===== config.mk =====
export PLATFORM = sky130hd
export DESIGN_NAME = two_pass_peak_decay_smoother
export DESIGN_NICKNAME = d
export VERILOG_FILES = /design/src/rtl/core/tpds_pkg.sv /design/src/rtl/core/two_pass_peak_decay_smoother.sv /design/src/rtl/core/tpds_dpath.sv /design/src/rtl/core/tpds_ctrl.sv
export SDC_FILE = /design/constraint.sdc
export NUM_CORES = 2
export LEC_CHECK = 0
export ABC_AREA = 1
export BUFFER_PORTS_ARGS = -buffer_cell sky130_fd_sc_hd__buf_2
export CORE_MARGIN = 4
export CORE_UTILIZATION = 56
export CTS_CLUSTER_DIAMETER = 30
export DETAILED_ROUTE_END_ITERATION = 7
export PLACE_DENSITY_LB_ADDON = 0.25
export SLEW_MARGIN = 20
export SYNTH_ARGS = -nofsm -noshare
export SYNTH_HDL_FRONTEND = slang
export SYNTH_HIERARCHICAL = 1
export SYNTH_SLANG_ARGS = --single-unit

===== constraint.sdc =====
create_clock -name clk -period 9.5 [get_ports clk]
set_input_delay 1.9 -clock clk [delete_from_list [all_inputs] [get_ports clk]]
set_output_delay 1.9 -clock clk [all_outputs]
set_load 0.01 [all_outputs]

===== src/rtl/core/tpds_pkg.sv =====
// ----------------------------------------------------------------------------
// tpds_pkg
// Shared constants and controller/datapath interface types for the two-pass
// peak-decay bar smoother.
// ----------------------------------------------------------------------------
`default_nettype none

package tpds_pkg;

	localparam int MAX_BARS   = 64;
	localparam int BAR_AW     = $clog2(MAX_BARS);
	localparam int LEVEL_W    = 16;
	localparam int CNT_W      = BAR_AW + 1;
	localparam int OUT_DATA_W = 24;

	// Decay to about two thirds: (x * 43691) >> 16, truncating.
	localparam logic [LEVEL_W-1:0] DECAY_MUL   = 16'd43691;
	localparam int                 DECAY_SHIFT = 16;

	localparam logic [CNT_W-1:0] NUM_BARS_RESET = 7'd32;
	localparam logic [CNT_W-1:0] NUM_BARS_MAX   = 7'(MAX_BARS);

	// Commands from the controller to the datapath.
	typedef struct packed {
		logic              raw_we;
		logic [BAR_AW-1:0] raw_waddr;
		logic [BAR_AW-1:0] addr;
		logic              pass_init;
		logic              fwd_step;
		logic              bwd_step;
		logic              out_load;
		logic              out_last;
	} cmd_t;

	// Status from the datapath to the controller.
	typedef struct packed {
		logic differs;
		logic out_free;
	} sts_t;

endpackage

`default_nettype wire


===== src/rtl/core/two_pass_peak_decay_smoother.sv =====
// ----------------------------------------------------------------------------
// two_pass_peak_decay_smoother
// Collects a frame of bar levels, smooths it with a forward and a backward
// peak-decay pass, and emits the frame when it differs from the last one.
//
// Channels: s_axis takes one raw bar level per transfer, in frame order.
// m_axis delivers one smoothed bar per transfer with its index; tlast marks
// the final bar of an emitted frame. cfg writes the bar count (0 acts as 1,
// values above 64 act as 64); a write also restarts frame loading and forces
// the next frame to be emitted. Write it only while the block is idle.
// Flow: bars are stored as they arrive. After the final bar of a frame, each
// pass visits every bar with a read state and then a decay multiply and write
// state, over the single-port frame memories. Emission then reads each bar and
// loads it into the output register when that is free. While a frame is being
// emitted, the non-final bars of the next frame are still taken.
// Reset: bar count 32, previous frame all zeros, nothing emitted yet; no
// memory clearing pass is needed. A stalled m_axis holds the current bar in
// the output register and pauses emission.
// ----------------------------------------------------------------------------
`default_nettype none

module two_pass_peak_decay_smoother (
	input  wire logic                               clk,
	input  wire logic                               arst_n,
	input  wire logic                               s_axis_tvalid,
	output logic                                    s_axis_tready,
	input  wire logic [tpds_pkg::LEVEL_W-1:0]       s_axis_tdata,  // [15:0] bar_level
	output logic                                    m_axis_tvalid,
	input  wire logic                               m_axis_tready,
	// [15:0] smoothed_level, [21:16] bar_index, [23:22] zero
	output logic [tpds_pkg::OUT_DATA_W-1:0]         m_axis_tdata,
	output logic                                    m_axis_tlast,  // last_bar
	input  wire logic                               cfg_valid,
	output logic                                    cfg_ready,
	input  wire logic [tpds_pkg::CNT_W-1:0]         cfg_data       // num_bars
);

	tpds_pkg::cmd_t cmd;
	tpds_pkg::sts_t sts;

	tpds_ctrl u_ctrl (
		.clk           (clk),
		.arst_n        (arst_n),
		.s_axis_tvalid (s_axis_tvalid),
		.s_axis_tready (s_axis_tready),
		.cfg_valid     (cfg_valid),
		.cfg_ready     (cfg_ready),
		.cfg_data      (cfg_data),
		.cmd           (cmd),
		.sts           (sts)
	);

	tpds_dpath u_dpath (
		.clk           (clk),
		.arst_n        (arst_n),
		.cmd           (cmd),
		.sts           (sts),
		.in_level      (s_axis_tdata),
		.m_axis_tvalid (m_axis_tvalid),
		.m_axis_tready (m_axis_tready),
		.m_axis_tdata  (m_axis_tdata),
		.m_axis_tlast  (m_axis_tlast)
	);

endmodule

`default_nettype wire


===== src/rtl/core/tpds_dpath.sv =====
// ----------------------------------------------------------------------------
// tpds_dpath
// Frame memories, decay carry, frame compare and the output register.
// ----------------------------------------------------------------------------
`default_nettype none

module tpds_dpath (
	input  wire logic                              clk,
	input  wire logic                              arst_n,
	input  wire tpds_pkg::cmd_t                    cmd,
	output tpds_pkg::sts_t                         sts,
	input  wire logic [tpds_pkg::LEVEL_W-1:0]      in_level,
	output logic                                   m_axis_tvalid,
	input  wire logic                              m_axis_tready,
	output logic [tpds_pkg::OUT_DATA_W-1:0]        m_axis_tdata,
	output logic                                   m_axis_tlast
);

	logic [tpds_pkg::LEVEL_W-1:0] raw_mem  [tpds_pkg::MAX_BARS];
	logic [tpds_pkg::LEVEL_W-1:0] fwd_mem  [tpds_pkg::MAX_BARS];
	logic [tpds_pkg::LEVEL_W-1:0] prev_mem [tpds_pkg::MAX_BARS];
	logic [tpds_pkg::MAX_BARS-1:0] prev_vld_q;

	logic [tpds_pkg::LEVEL_W-1:0] raw_rd_q;
	logic [tpds_pkg::LEVEL_W-1:0] fwd_rd_q;
	logic [tpds_pkg::LEVEL_W-1:0] prev_rd_q;
	logic                         prev_vld_rd_q;

	logic [tpds_pkg::LEVEL_W-1:0] carry_q;
	logic                         differs_q;

	logic                          out_vld_q;
	logic [tpds_pkg::LEVEL_W-1:0]  out_level_q;
	logic [tpds_pkg::BAR_AW-1:0]   out_index_q;
	logic                          out_last_q;

	logic [2*tpds_pkg::LEVEL_W-1:0] prod;
	logic [tpds_pkg::LEVEL_W-1:0]   decayed;
	logic [tpds_pkg::LEVEL_W-1:0]   carry_next;
	logic [tpds_pkg::LEVEL_W-1:0]   smoothed;
	logic [tpds_pkg::LEVEL_W-1:0]   prev_val;
	logic                           bar_differs;

	always_comb begin
		prod        = 32'(carry_q) * 32'(tpds_pkg::DECAY_MUL);
		decayed     = prod[tpds_pkg::DECAY_SHIFT +: tpds_pkg::LEVEL_W];
		carry_next  = (raw_rd_q > decayed) ? raw_rd_q : decayed;
		smoothed    = (fwd_rd_q > carry_next) ? fwd_rd_q : carry_next;
		prev_val    = prev_vld_rd_q ? prev_rd_q : '0;
		bar_differs = cmd.bwd_step && (smoothed != prev_val);
	end

	// Raw frame: written while loading, read by both passes.
	always_ff @(posedge clk) begin
		if (cmd.raw_we) begin
			raw_mem[cmd.raw_waddr] <= in_level;
		end
		raw_rd_q <= raw_mem[cmd.addr];
	end

	// Forward results; the backward pass overwrites each entry with the smoothed bar.
	always_ff @(posedge clk) begin
		if (cmd.fwd_step) begin
			fwd_mem[cmd.addr] <= carry_next;
		end else if (cmd.bwd_step) begin
			fwd_mem[cmd.addr] <= smoothed;
		end
		fwd_rd_q <= fwd_mem[cmd.addr];
	end

	// Previous emitted frame; entries never written read as zero.
	always_ff @(posedge clk) begin
		if (cmd.out_load) begin
			prev_mem[cmd.addr] <= fwd_rd_q;
		end
		prev_rd_q <= prev_mem[cmd.addr];
	end

	always_ff @(posedge clk or negedge arst_n) begin
		if (!arst_n) begin
			prev_vld_q    <= '0;
			prev_vld_rd_q <= 1'b0;
		end else begin
			if (cmd.out_load) begin
				prev_vld_q[cmd.addr] <= 1'b1;
			end
			prev_vld_rd_q <= prev_vld_q[cmd.addr];
		end
	end

	always_ff @(posedge clk or negedge arst_n) begin
		if (!arst_n) begin
			carry_q   <= '0;
			differs_q <= 1'b0;
		end else if (cmd.pass_init) begin
			carry_q   <= '0;
			differs_q <= 1'b0;
		end else if (cmd.fwd_step || cmd.bwd_step) begin
			carry_q   <= carry_next;
			differs_q <= differs_q | bar_differs;
		end
	end

	always_ff @(posedge clk or negedge arst_n) begin
		if (!arst_n) begin
			out_vld_q <= 1'b0;
		end else if (cmd.out_load) begin
			out_vld_q <= 1'b1;
		end else if (m_axis_tready) begin
			out_vld_q <= 1'b0;
		end
	end

	always_ff @(posedge clk) begin
		if (cmd.out_load) begin
			out_level_q <= fwd_rd_q;
			out_index_q <= cmd.addr;
			out_last_q  <= cmd.out_last;
		end
	end

	assign sts.differs  = differs_q | bar_differs;
	assign sts.out_free = !out_vld_q || m_axis_tready;

	assign m_axis_tvalid = out_vld_q;
	assign m_axis_tdata  = {2'b00, out_index_q, out_level_q};
	assign m_axis_tlast  = out_last_q;

	a_pass_excl: assert property (@(posedge clk) disable iff (!arst_n)
		!(cmd.fwd_step && cmd.bwd_step))
		else $error("forward and backward step at once");

	a_load_needs_room: assert property (@(posedge clk) disable iff (!arst_n)
		cmd.out_load |-> (!out_vld_q || m_axis_tready))
		else $error("output register overwritten before transfer");

	a_load_during_pass: assert property (@(posedge clk) disable iff (!arst_n)
		cmd.out_load |-> !(cmd.fwd_step || cmd.bwd_step || cmd.pass_init))
		else $error("emission overlaps a smoothing pass");

endmodule

`default_nettype wire


===== src/rtl/core/tpds_ctrl.sv =====
// ----------------------------------------------------------------------------
// tpds_ctrl
// Sequencer for loading, forward pass, backward pass and frame emission.
// ----------------------------------------------------------------------------
`default_nettype none

module tpds_ctrl (
	input  wire logic                            clk,
	input  wire logic                            arst_n,
	input  wire logic                            s_axis_tvalid,
	output logic                                 s_axis_tready,
	input  wire logic                            cfg_valid,
	output logic                                 cfg_ready,
	input  wire logic [tpds_pkg::CNT_W-1:0]      cfg_data,
	output tpds_pkg::cmd_t                       cmd,
	input  wire tpds_pkg::sts_t                  sts
);

	typedef enum logic [6:0] {
		ST_IDLE      = 7'b0000001,
		ST_FWD_RD    = 7'b0000010,
		ST_FWD_WR    = 7'b0000100,
		ST_BWD_RD    = 7'b0001000,
		ST_BWD_WR    = 7'b0010000,
		ST_EMIT_RD   = 7'b0100000,
		ST_EMIT_WAIT = 7'b1000000
	} state_t;

	state_t                      state_q, state_d;
	logic [tpds_pkg::CNT_W-1:0]  n_q;
	logic [tpds_pkg::BAR_AW-1:0] fill_q;
	logic [tpds_pkg::BAR_AW-1:0] idx_q, idx_d;
	logic                        emitted_q;
	logic [tpds_pkg::BAR_AW-1:0] last_idx;
	logic                        emitting;
	logic                        in_xfer;
	logic                        cfg_xfer;
	logic                        frame_done;
	logic                        emit_start;
	logic [tpds_pkg::CNT_W-1:0]  n_new;

	assign last_idx = tpds_pkg::BAR_AW'(n_q - 7'd1);
	assign emitting = (state_q == ST_EMIT_RD) || (state_q == ST_EMIT_WAIT);

	// Non-final bars of the next frame may load while the current one is emitted.
	assign s_axis_tready = ((state_q == ST_IDLE) && !cfg_valid)
	                       || (emitting && (fill_q != last_idx));
	assign cfg_ready     = (state_q == ST_IDLE);
	assign in_xfer       = s_axis_tvalid && s_axis_tready;
	assign cfg_xfer      = cfg_valid && cfg_ready;
	assign frame_done    = in_xfer && (fill_q == last_idx);

	always_comb begin
		if (cfg_data == '0) begin
			n_new = 7'd1;
		end else if (cfg_data > tpds_pkg::NUM_BARS_MAX) begin
			n_new = tpds_pkg::NUM_BARS_MAX;
		end else begin
			n_new = cfg_data;
		end
	end

	always_comb begin
		state_d    = state_q;
		idx_d      = idx_q;
		emit_start = 1'b0;
		cmd        = '0;
		cmd.raw_we    = in_xfer;
		cmd.raw_waddr = fill_q;
		cmd.addr      = idx_q;
		unique case (state_q)
			ST_IDLE: begin
				if (frame_done) begin
					cmd.pass_init = 1'b1;
					idx_d         = '0;
					state_d       = ST_FWD_RD;
				end
			end
			ST_FWD_RD: begin
				state_d = ST_FWD_WR;
			end
			ST_FWD_WR: begin
				cmd.fwd_step = 1'b1;
				if (idx_q == last_idx) begin
					// The backward pass starts again from a zero carry.
					cmd.pass_init = 1'b1;
					state_d       = ST_BWD_RD;
				end else begin
					idx_d   = idx_q + 6'd1;
					state_d = ST_FWD_RD;
				end
			end
			ST_BWD_RD: begin
				state_d = ST_BWD_WR;
			end
			ST_BWD_WR: begin
				cmd.bwd_step = 1'b1;
				if (idx_q == '0) begin
					if (sts.differs || !emitted_q) begin
						emit_start = 1'b1;
						state_d    = ST_EMIT_RD;
					end else begin
						state_d = ST_IDLE;
					end
				end else begin
					idx_d   = idx_q - 6'd1;
					state_d = ST_BWD_RD;
				end
			end
			ST_EMIT_RD: begin
				state_d = ST_EMIT_WAIT;
			end
			ST_EMIT_WAIT: begin
				if (sts.out_free) begin
					cmd.out_load = 1'b1;
					cmd.out_last = (idx_q == last_idx);
					if (idx_q == last_idx) begin
						state_d = ST_IDLE;
					end else begin
						idx_d   = idx_q + 6'd1;
						state_d = ST_EMIT_RD;
					end
				end
			end
			default: begin
				state_d = ST_IDLE;
			end
		endcase
	end

	always_ff @(posedge clk or negedge arst_n) begin
		if (!arst_n) begin
			state_q   <= ST_IDLE;
			idx_q     <= '0;
			fill_q    <= '0;
			n_q       <= tpds_pkg::NUM_BARS_RESET;
			emitted_q <= 1'b0;
		end else begin
			state_q <= state_d;
			idx_q   <= idx_d;
			if (cfg_xfer) begin
				n_q       <= n_new;
				fill_q    <= '0;
				emitted_q <= 1'b0;
			end else begin
				if (in_xfer) begin
					fill_q <= frame_done ? '0 : fill_q + 6'd1;
				end
				if (emit_start) begin
					emitted_q <= 1'b1;
				end
			end
		end
	end

	a_fill_range: assert property (@(posedge clk) disable iff (!arst_n)
		fill_q <= last_idx)
		else $error("fill count beyond frame size");

	a_n_range: assert property (@(posedge clk) disable iff (!arst_n)
		(n_q != '0) && (n_q <= tpds_pkg::NUM_BARS_MAX))
		else $error("bar count out of range");

	a_busy_no_final: assert property (@(posedge clk) disable iff (!arst_n)
		(in_xfer && (state_q != ST_IDLE)) |-> (fill_q != last_idx))
		else $error("final bar taken while frame memories are busy");

	a_emit_sets_flag: assert property (@(posedge clk) disable iff (!arst_n)
		(cmd.out_load && !$past(cfg_xfer)) |-> emitted_q)
		else $error("emission without emitted flag");

endmodule

`default_nettype wire


==> flow_summary.ini <==
[status]
outcome = completed

[hold_path]
min-delay-path-class = reg -> reg
whs_endpoint = u_dpath/prev_vld_q[14]
min_path_cells = 2
hp-start = u_dpath/prev_vld_q[14]

[yosys]
yosysUniqueCellTypes = 65
async_reset_ff_share_pct = 3.35
yosysSeqAreaShare_pct = 76.5
yosys_warnings = 6
synth_seq_cells = 3252
synth_area_um2 = 126000
synth_ff_type = edfxtp_1
synthCells = 8409
synth_area_per_cell_um2 = 15.0
synth_edf_count = 3095

[drt]
first_iter_violations = 11505
ant_nets = 0
drc = 0
dr.pass1.iters = 7
viasPerCell = 6.51
routedWlPerCell_um = 30.7
vias = 80536
routed_wl_um = 380000

[placement]
io_buffer_count = 53
dp.final_hpwl_um = 218000
place_area_um2 = 133000
place_congestion = 0.903

[clock_tree]
htreeDepth = 6
clk_pin_slew_ns = 0.05
cts_buffers = 551
clock-sinks = 3252
cts_tree = yes
clockBufferDepth = 4
cts.root.buffer_cell = clkbuf_16
clock_latency_ns = 0.96

[timing]
worstMarginPinSlew_ns = 1.21
setup_viol = 0
drv_slew = 0
fin_crit_ns = 8.88
hold_viol = 0
period_share_pct = 93.4
timing.fmax_ghz = 0.113
finClkSkew_ns = 0.0846
slew-limit-headroom_pct = 19.2
fin_setup_tns_ns = 0
fin_hold_ws_ns = 0.453

[die]
die_h_um = 483
start_util_pct = 56.2
dieWidth_um = 483
io_pins = 56
fp.coreArea_um2 = 225000
design.die.area_um2 = 233000
num_rows = 174

[pwr]
vdd_drop_max_uv = 716
fin_total_pwr_mw = 60.7
powerDensity_nw_per_um2 = 400
p_leak_nw = 52.5

[setup_path]
crit_top_cell = nand2_1
reg2reg_from = u_dpath/carry_q[4]
end_kind = flop
cpPeakStageDelay_ns = 0.52
rr_worst_depth = 52
critPathArrivalTime_ns = 9.75
reg2reg_to = u_ctrl/state_q[0]
critical_path_class = reg -> reg
crit_path_max_fanout = 21
r2r_setup_slack_ns = 0.62
slowest_stage = fa_1
cp-start-kind = flop
cp-startpoint = u_dpath/carry_q[4]
required_ns = 10.38

[cells_and_area]
layout_commonest_cell = edfxtp_1
nets = 9191
area_growth_pct = 20.0
fillers = 14512
final_layout_size_suffix_gt1_share_pct = 16.3
final_core_util_pct = 67.5
final_cell_area_um2 = 152000
layout_common_cells = edfxtp_1 (3095), nand2_1 (1570), clkbuf_16 (570)

[grt]
antenna_found_initial = 16
grt_max_degree = 110
track_usage_pct = 31.9
grt_pass1_vias = 79011
grt-ovfl-total = 0
grt_pass1_wl_um = 547000

[run]
drv_cap = 0
worst max-delay path, delay by kind of cell (launching register included):
family,cells,cell delay (ns)
xor+xnor,1,0.20
fa+ha+maj,9,3.40
compound gates,5,0.91
buf+inv,8,0.80
flops,1,0.42
simple gates,29,3.07
power breakdown:
group          total, mW  leakage [nW]  internal (mW)  switching, mW
logic               19.7          14.1           5.73           14.0
registers           20.9          29.4           20.5          0.377
clock network       20.1          9.07           13.3           6.79
total               60.7          52.5           39.5           21.1
how the worst max path moves through the flow:
stage,end,slack [ns]
after floorplan,u_dpath/fwd_mem[0][13],0.12
after global placement,u_ctrl/state_q[0],0.26
after detailed placement,u_ctrl/state_q[0],0.24
after CTS,u_ctrl/state_q[0],0.22
after global routing,u_ctrl/state_q[0],-0.006
final,u_ctrl/state_q[0],0.62
Yosys cell counts, types with 4 or more instances:
library cell	count	area share, %
a2111o_1	15	0.13
a211oi_1	10	0.059
a21oi_1	74	0.29
a221oi_1	412	2.9
a22o_1	321	2.2
a22oi_1	435	2.6
a31o_2	4	0.028
a31oi_1	16	0.079
buf_1	105	0.31
buf_4	7	0.042
clkbuf_1	320	0.95
dfrtp_1	107	2.1
dfxtp_1	48	0.76
edfxtp_1	3095	74
fa_1	77	1.2
ha_1	157	1.6
inv_1	435	1.3
inv_2	7	0.021
nand2_1	1573	4.7
nand2_2	19	0.094
nand3_1	178	0.70
nand3b_1	17	0.10
nand4_1	373	1.8
nor2_1	276	0.82
nor2_2	12	0.059
nor3_1	25	0.099
nor4_1	11	0.054
o21ai_0	143	0.57
o21ai_2	5	0.035
o21bai_1	4	0.024
o22ai_1	25	0.12
o41ai_1	8	0.055
or2_2	23	0.11
xnor2_1	5	0.035
xor2_1	22	0.15
layer usage:
layer | share of wire [%] | vias up | GRT usage [%]
li1 | - | 33518 | -
met1 | 36 | 40398 | 42.3
met2 | 47 | 5660 | 50.7
met3 | 12 | 952 | 7.80
met4 | 4.6 | 8 | 13.6
met5 | 0.016 | - | 0
flip-flops by register name, summed over array words and instances, names as in the netlist, 6 cells and up:
signal	flops
u_ctrl/idx_q	6
u_dpath/out_index_q	6
u_dpath/prev_vld_q	64
u_dpath/prev_rd_q	16
u_dpath/fwd_mem	1024
u_ctrl/state_q	7
u_ctrl/fill_q	6
u_dpath/fwd_rd_q	16
u_dpath/carry_q	16
u_dpath/raw_rd_q	16
u_dpath/out_level_q	16
u_ctrl/n_q	6
u_dpath/raw_mem	1024
u_dpath/prev_mem	1024
cell families after synthesis:
kind of cell               share of synthesized area, %
other                                           0.00297
DFF                                                76.5
AOI/OAI and AO/OA                                  9.20
buffers and inverters                              2.65
xor gates and xnor gates                          0.187
adders and majority gates                          2.77
and+or+nand+nor                                    8.72
metrics by stage:
step	worst slack, ns	std cells
3_5_place_dp	0.244	11364
6_report	0.625	12368
5_1_grt	-0.00644	12350
2_1_floorplan	0.119	8410
3_3_place_gp	0.259	11361
4_1_cts	0.218	12345
what timing repair did:
| item | CTS | global route |
|---|---|---|
| endpoints found under the setup margin | 0 | 574 |
| hold buffers | 0 | 0 |
| resized for setup | 0 | 29 |
| buffers inserted | 0 | 3 |
layout make-up:
| type | instances | area [um^2] | share of cell area [%] |
|---|---|---|---|
| antenna | 19 | 47.5 | 0.0313 |
| clock buffer | 650 | 14700 | 9.67 |
| clock inverter | 331 | 4250 | 2.80 |
| inverter | 446 | 1680 | 1.11 |
| multi-input combinational | 4277 | 27200 | 18.0 |
| sequential | 3252 | 96700 | 63.7 |
| tap | 2992 | 3740 | 2.47 |
| timing repair buffer | 401 | 3420 | 2.25 |
No activity file was read; power rests on OpenSTA's default activity.
